<file path="config.mk">
export PLATFORM = sky130hd
export DESIGN_NAME = wlsf_alu
export DESIGN_NICKNAME = d
export VERILOG_FILES = /design/src/sv/wlsf_pkg.sv /design/src/sv/wlsf_alu.sv
export SDC_FILE = /design/constraint.sdc
export NUM_CORES = 1
export LEC_CHECK = 0
export ABC_AREA = 1
export BUFFER_PORTS_ARGS = -buffer_cell sky130_fd_sc_hd__buf_4
export CAP_MARGIN = 15
export CORE_ASPECT_RATIO = 0.5
export CORE_MARGIN = 5
export CORE_UTILIZATION = 45
export CTS_CLUSTER_SIZE = 40
export DETAILED_ROUTE_END_ITERATION = 7
export HOLD_SLACK_MARGIN = 0.12
export PLACE_DENSITY = 0.69
export SETUP_SLACK_MARGIN = 0.02
export SLEW_MARGIN = 10
export SYNTH_ARGS = -nofsm -noshare
export SYNTH_HDL_FRONTEND = slang
export SYNTH_SLANG_ARGS = --single-unit
</file>
<file path="constraint.sdc">
create_clock -name clk_i -period 9.15 [get_ports clk_i]
set_input_delay 1.3725 -clock clk_i [delete_from_list [all_inputs] [get_ports clk_i]]
set_output_delay 1.3725 -clock clk_i [all_outputs]
set_load 0.03 [all_outputs]
</file>
<file path="src/sv/wlsf_pkg.sv">
`default_nettype none

package wlsf_pkg;

  localparam int unsigned RingDepthDef = 64;

  // item field widths
  localparam int unsigned XW      = 16;
  localparam int unsigned YW      = 24;
  localparam int unsigned TW      = 63;
  localparam int unsigned OutW    = 32;
  localparam int unsigned RemW    = 6;
  localparam int unsigned CntOutW = 7;

  // configuration registers
  localparam int unsigned AgeW    = 40;
  localparam int unsigned EpsW    = 32;
  localparam int unsigned CfgIdxW = 2;

  localparam logic [AgeW-1:0]    MaxAgeRst = 40'd5000000000;
  localparam logic [EpsW-1:0]    DetEpsRst = 32'd1;
  localparam logic [CfgIdxW-1:0] RegMaxAge = 2'd0;
  localparam logic [CfgIdxW-1:0] RegDetEps = 2'd1;

  typedef struct packed {
    logic [XW-1:0] x;
    logic [YW-1:0] y;
    logic [TW-1:0] t;
  } entry_t;

  typedef struct packed {
    logic we;
    logic clr;
  } ring_ctrl_t;

  typedef struct packed {
    logic clr;
    logic step;
    logic is_div;
    logic din;
  } alu_ctrl_t;

endpackage

`default_nettype wire

</file>
<file path="src/sv/wlsf_alu.sv">
`default_nettype none

module wlsf_alu #(
  parameter int unsigned AccW = 69
) (
  input  wire                     clk_i,
  input  wlsf_pkg::alu_ctrl_t     ctrl_i,
  input  wire [AccW-1:0]          opnd_i,
  output logic [AccW-1:0]         acc_o,
  output logic [AccW-2:0]         quo_o
);
  import wlsf_pkg::*;

  logic [AccW-1:0] acc_q, acc_d;
  logic [AccW-2:0] quo_q;
  logic [AccW-1:0] sh;
  logic [AccW-1:0] addend;
  logic [AccW:0]   sum;
  logic            qbit;

  // shift-add multiply step or restoring divide step, one adder
  always_comb begin
    sh     = {acc_q[AccW-2:0], ctrl_i.is_div & ctrl_i.din};
    addend = ctrl_i.is_div ? ~opnd_i : (ctrl_i.din ? opnd_i : '0);
    sum    = {1'b0, sh} + {1'b0, addend} + (AccW+1)'(ctrl_i.is_div);
    qbit   = ctrl_i.is_div & sum[AccW];
    if (ctrl_i.is_div) begin
      acc_d = qbit ? sum[AccW-1:0] : sh;
    end else begin
      acc_d = sum[AccW-1:0];
    end
  end

  always_ff @(posedge clk_i) begin
    if (ctrl_i.clr) begin
      acc_q <= '0;
      quo_q <= '0;
    end else if (ctrl_i.step) begin
      acc_q <= acc_d;
      quo_q <= {quo_q[AccW-3:0], qbit};
    end
  end

  assign acc_o = acc_q;
  assign quo_o = quo_q;

endmodule

`default_nettype wire

</file>
==> impl_metrics.yaml, run 1 <==
routing:
  drc: 0
  vias_per_cell: 5.24
  vias: 15000
  postRouteAntennaNets: 0
  wl_per_cell_um: 17.5
  drt_iter0_drc: 1673
  drt_first_pass_iters: 6
  wirelength_mm: 50.3
sta:
  drv_slew: 0
  worst_pin_slew_ps: 909
  relSlewSlack_pct: 38.8
  setup_viol: 0
  clock_skew_ps: 17.6
  rsz0062_at_grt: "false"
  holdWs_ps: 478
  finalSetupTns_ps: 0
  min_period_ps: 6160
  hold_viol_final: 0
  post-route-period-util_pct: 67.4
  max_freq_mhz: 162
synth:
  synthAdderAreaFrac_pct: 6.94
  yosysSeqAreaShare_pct: 21.4
  synth-simple-area-share_pct: 42.5
  synth_nets: 2477
  synth.avg_cell_area_um2: 5.50
  synth_compound_area_share_pct: 12.0
  synth_xor_area_share_pct: 2.53
  ys_ff_latch: 137
  netlist_area_um2: 12800
  muxShareOfSynthArea_pct: 0
  postSynthCellCount: 2333
  synth.distinct_cells: 36
  synth_top_family_by_area: "simple AND/OR/NAND/NOR gates"
  ys_warn_count: 0
clocking:
  path_clk_slew_ps: 60
  clockBufferDepth: 2
  clock_sinks: 137
  cts_inserted_buffers: 17
  cts_tree: "yes"
  cts_resized: 0
  cts_setup_buffers: 0
  holdBufCountCts: 0
  clk_latency_ps: 460
  root_buffer: "clkbuf_16"
  htreeDepth: 4
global_route:
  antenna_found_initial: 1
  first_global_vias: 13100
  track_usage_pct: 30.2
  grt_overflow: 0
  grt_max_degree: 83
  grt_pass1_wl_mm: 76.9
die:
  start_util_pct: 46.0
  rows: 43
  boundaryPins: 211
  die_h_um: 129
  die_w_um: 249
  coreArea_um2: 27900
  dieArea_um2: 32200
pwr:
  p_total_mw: 2.06
  p_seq_share_pct: 31.9
  switching_share_pct: 39.6
  power_frac_clock_pct: 34.7
  power.density_nw_per_um2: 136
  power_frac_comb_pct: 33.4
  irDropWorstVdd_uv: 132
  p_switching_mw: 0.815
  power.leakage_nw: 7.93
  p_int_mw: 1.24
outcome:
  status: "finished clean"
worst_hold_path:
  hp-class: "flop to flop"
critical_path:
  max_stage_delay_ps: 640
  cp.required_ps: 9440
  path_class: "input port to flop"
  crit_arrival_ps: 6460
  worstSetupEndpointType: "flop"
  slowest_stage: "buf_4"
  path_max_fanout: 79
  cp_cell_sequence: "buf_4 > clkinv_2 > buf_4 > buf_4 > o21ai_0 > ha_1 > nand2_1 > nor2_1 > and2_1 > nand3_1 > nand3_2 > nand2_1 > nand2_2 > nand2_4 > nand3_4 > buf_4 > nand3_1 > nand3_1 > a21oi_1"
  worst_path_most_repeated_cell: "buf_4"
  start_kind: "input port"
final_layout:
  area_growth_syn_to_layout_pct: 17.9
  mostFrequentLayoutCell: "nand2_1"
  drive_above_1_share_pct: 10.4
  layout_common_cells: "nand2_1 (837), inv_1 (394), nand3_1 (221)"
  final_nets: 2621
  final_area_um2: 15100
  post-route-util_pct: 54.3
placed_design:
  place_hpwl_mm: 38.9
  dpl_cell_area_um2: 14600
  portBuffers: 210
  gp_congestion: 1.02
run:
  maxCapViolCount: 0
==> power by group through the flow <==
stage,Sequential [mW],Combinational [mW],Clock [mW]
2_1_floorplan,0.711,0.417,0
3_3_place_gp,0.670,0.674,0
3_5_place_dp,0.670,0.674,0
4_1_cts,0.656,0.678,0.728
5_1_grt,0.661,0.753,0.750
6_report,0.657,0.687,0.715
==> Yosys cell counts, drive strengths merged <==
| library cell | count | area (um^2) |
|---|---|---|
| a21o | 1 | 7.51 |
| o21ai | 93 | 465 |
| xnor2 | 30 | 263 |
| nor3 | 10 | 55.1 |
| xor2 | 7 | 61.3 |
| and2 | 3 | 18.8 |
| a21oi | 194 | 982 |
| a21boi | 1 | 7.51 |
| o211ai | 1 | 7.51 |
| fa | 2 | 40.0 |
| buf | 30 | 160 |
| inv | 397 | 1490 |
| clkbuf | 63 | 236 |
| nand3b | 7 | 52.6 |
| nand4 | 74 | 463 |
| nor2 | 141 | 532 |
| dfxtp | 137 | 2740 |
| o21bai | 9 | 67.6 |
| ha | 68 | 851 |
| nand3 | 223 | 1130 |
| nor4 | 3 | 33.8 |
| nand2 | 839 | 3160 |
==> area by class of cell <==
| class | instances | area [um^2] |
|---|---|---|
| antenna | 1 | 2.50 |
| clock buffer | 19 | 443 |
| clock inverter | 13 | 133 |
| fill | 3044 | 12700 |
| inverter | 397 | 1490 |
| multi-input combinational | 1706 | 8200 |
| sequential | 137 | 2740 |
| tap | 382 | 478 |
| timing repair buffer | 218 | 1640 |
==> through the flow <==
| step | setup slack (ps) | instances |
|---|---|---|
| after CTS | 3090 | 2872 |
| final | 2990 | 2873 |
| after detailed placement | 2620 | 2840 |
| after global placement | 2770 | 2840 |
| after floorplan | 5060 | 2333 |
| after global routing | 2600 | 2873 |
==> metal layers <==
| metal | vias up | share of wire (%) | GRT usage, % |
|---|---|---|---|
| li1 | 7633 | - | - |
| met1 | 6794 | 49 | 46.4 |
| met2 | 582 | 38 | 41.5 |
| met3 | 36 | 11 | 9.25 |
| met4 | 0 | 0.96 | 5.28 |
| met5 | - | 0 | 0 |
==> state kept, by name (all words and copies together), names as in the netlist <==
| signal | cells |
|---|---|
| acc_o | 69 |
| quo_o | 68 |
==> final timing paths <==
check	cells after the start	from	slack, ps	to
worst max-delay path	19	ctrl_i[1]	2990	acc_o[63]$_SDFFE_PP0P_
worst max register to register	14	acc_o[4]$_SDFFE_PP0P_	5200	acc_o[63]$_SDFFE_PP0P_
worst min-delay path	2	acc_o[68]$_SDFFE_PP0P_	480	acc_o[68]$_SDFFE_PP0P_
worst min register to register	2	acc_o[68]$_SDFFE_PP0P_	480	acc_o[68]$_SDFFE_PP0P_
==> critical path: cells and delay by family <==
family	cells	cell delay (ps)
AO/OA/AOI/OAI	2	280
adder cells (fa/ha/maj)	1	380
buffers and inverters	5	1910
AND/OR/NAND/NOR	11	2330
==> kinds of logic (layout without fill, tap and decap cells) <==
group           Yosys count  count (layout)
fa+ha+maj                70              70
simple gates           1300            1300
xor+xnor                 37              37
compound gates          299             299
other cells               0               1
flops                   137             137
buf+inv                 490             647
Note: power is estimated with default switching activity, not from simulation.
==> inputs of run 2 (changes only) <==
- ABC_AREA: 1 -> 0
- PLACE_DENSITY: 0.69 -> 0.73
- clock period: 9.15 -> 5.09 ns (I/O delays scaled with it)
==> run 2 against run 1 <==
  * Critical path depth shrank 3
  * Clock power grew 78%
  * Global-route usage shrank 6.5 points
  * Total power grew 70%
  * Die area shrank 17%
  * Core utilization grew 1.6 points
  * Worst setup slack lost 2300 ps
  * Sequential power grew 78%
==> impl_metrics.yaml, run 2 <==
outcome:
  status: "finished clean"
sta:
  post-route-period-util_pct: 87.1
  worst_pin_slew_ps: 1180
  hold_viol_final: 0
  holdWs_ps: 518
  relSlewSlack_pct: 20.4
  rsz0062_at_grt: "false"
  setup_viol: 0
  setup_ws_ps: 655
  max_freq_mhz: 225
  drv_slew: 0
  finalSetupTns_ps: 0
  min_period_ps: 4440
  clock_skew_ps: 14.0
die:
  rows: 39
  dieArea_um2: 26700
  boundaryPins: 211
  die_h_um: 118
  start_util_pct: 46.0
  coreArea_um2: 22900
  die_w_um: 226
synth:
  netlist_area_um2: 10500
  synthAdderAreaFrac_pct: 8.47
  synth_xor_area_share_pct: 4.66
  postSynthCellCount: 1412
  synth_top_family_by_area: "compound AO/OA/AOI/OAI gates"
  synth-simple-area-share_pct: 21.1
  ys_ff_latch: 137
  yosysTopAreaCell: "dfxtp_1"
  yosysSeqAreaShare_pct: 26.1
  ys_warn_count: 0
  synth_compound_area_share_pct: 27.5
  synth_edf_count: 0
  async_flop_share_pct: 0
  synth.avg_cell_area_um2: 7.45
  yosysTopAreaCellShare_pct: 26.1
  synth_nets: 1556
  muxShareOfSynthArea_pct: 6.77
  synth.area.top_cells: "dfxtp_1 (26%), ha_1 (8.1%), nand2_1 (7.9%), mux2i_1 (6.7%), nor2_1 (6.4%)"
  synth.distinct_cells: 70
  synth_ff_type: "dfxtp_1"
  synthTopCellsByCount: "nand2_1 (222), nor2_1 (180), dfxtp_1 (137)"
  synthMostInstantiatedCell: "nand2_1"
clocking:
  path_clk_slew_ps: 70
  clk_latency_ps: 450
  clock_sinks: 137
  cts_setup_buffers: 0
  clockBufferDepth: 2
  holdBufCountCts: 0
  cts_tree: "yes"
  root_buffer: "clkbuf_16"
  cts_inserted_buffers: 17
  cts_resized: 0
  htreeDepth: 4
routing:
  drc: 0
  vias_per_cell: 5.79
  wl_per_cell_um: 17.6
  drt_iter0_drc: 745
  postRouteAntennaNets: 0
  wirelength_mm: 33.1
  drt_first_pass_iters: 5
  vias: 10900
final_layout:
  largest_reg_flops: 69
  final_nets: 1706
  drive_above_1_share_pct: 18.3
  mostFrequentLayoutCell: "buf_4"
  filler_cell_count: 2175
  regArea_um2: 2740
  layout_common_cells: "buf_4 (225), nand2_1 (222), nor2_1 (180)"
  area_growth_syn_to_layout_pct: 21.5
  stdcell_count: 1882
  multi_input_area_um2: 7220
  diodes: 0
critical_path:
  path_class: "input port to flop"
  start_kind: "input port"
  crit_arrival_ps: 4790
  path_max_fanout: 29
  cp_cell_sequence: "buf_4 > nor2b_4 > buf_4 > nand2_1 > o21ai_0 > ha_1 > nor2b_1 > o2111ai_1 > and4b_1 > nor4b_1 > o311a_1 > a21oi_4 > a21oi_4 > buf_4 > nand2_1 > a311oi_2"
  worstSetupEndpointType: "flop"
  slowest_stage: "nor4b_1"
  crit_family: "simple AND/OR/NAND/NOR gates"
  max_stage_delay_ps: 970
  crit_buf_inv: 3
  cp.required_ps: 5440
  worst_path_most_repeated_cell: "buf_4"
pwr:
  irDropWorstVdd_uv: 204
  power.leakage_nw: 5.70
  power.density_nw_per_um2: 273
  p_total_mw: 3.49
placed_design:
  place_hpwl_mm: 24.6
  portBuffers: 210
  place_ws_ps: 356
  gp_congestion: 0.952
  dp.cells: 1850
run:
  maxCapViolCount: 0
worst_hold_path:
  hp-class: "flop to flop"
global_route:
  grt_max_degree: 77
  first_global_vias: 10300
  antenna_found_initial: 0
  grt_pass1_wl_mm: 53.0
  grt_overflow: 0
  track_usage_pct: 23.8
-- run 2: cell types whose count changed in the layout (fill, tap and decap cells not counted), moves of 25 or more --
cell      before  now
nand4_1       74   29
a311oi_1       0   25
o21ai_0       88  113
nand2_1      837  222
inv_1        394   26
nand3_1      221   16
a21o_1         1   41
nor2_1       140  180
a21oi_1      193  121
mux2i_1        0   70
-- run 2: per-layer routing --
| layer | track usage [%] | vias to the layer above | share of wire (%) |
|---|---|---|---|
| li1 | - | 5396 | - |
| met5 | 0 | - | 0 |
| met4 | 6.12 | 0 | 1.8 |
| met2 | 38.1 | 345 | 45 |
| met3 | 7.50 | 47 | 8.2 |
| met1 | 31.1 | 5118 | 45 |
-- run 2: area by class of cell --
class	instances	share of cell area, %
Clock inverter	14	1.18
Timing Repair Buffer	228	13.6
Multi-Input combinational cell	1150	56.5
Tap cell	307	3.01
Inverter	28	0.822
Sequential cell	137	21.5
Clock buffer	18	3.44
-- run 2: metrics by stage --
step / util, % / area, um^2
2_1_floorplan: - / 10500
3_3_place_gp: 53.3 / 12200
3_5_place_dp: 53.3 / 12200
4_1_cts: 55.8 / 12800
5_1_grt: 55.8 / 12800
6_report: 55.8 / 12800
-- run 2: path summary, 6_finish.rpt --
kind                              start                endpoint  slack [ps]  cells after the start
setup / recovery              ctrl_i[0]  acc_o[33]$_SDFFE_PP0P_         650                     16
hold / removal    quo_o[0]$_SDFFE_PP0P_   quo_o[0]$_SDFFE_PP0P_         520                      2
setup reg to reg  acc_o[0]$_SDFFE_PP0P_  acc_o[33]$_SDFFE_PP0P_        1350                     11
hold reg to reg   quo_o[0]$_SDFFE_PP0P_   quo_o[0]$_SDFFE_PP0P_         520                      2
-- run 2: report_power, final --
group,switching (mW),internal [mW],total [mW]
combinational,0.649,0.400,1.05
clock,0.561,0.708,1.27
sequential,0.0560,1.12,1.17
-- run 2: kinds of logic after synthesis --
group,count (synthesis)
and+or+nand+nor,518
buffers and inverters,125
AOI/OAI and AO/OA,435
adders and majority gates,70
DFF,137
xor gates and xnor gates,56
muxes,71
-- run 2: tightest hold or removal path: stages (launching register included) --
cell,delay [ps]
dfxtp_1,340
nand2_1,70
a21oi_1,50
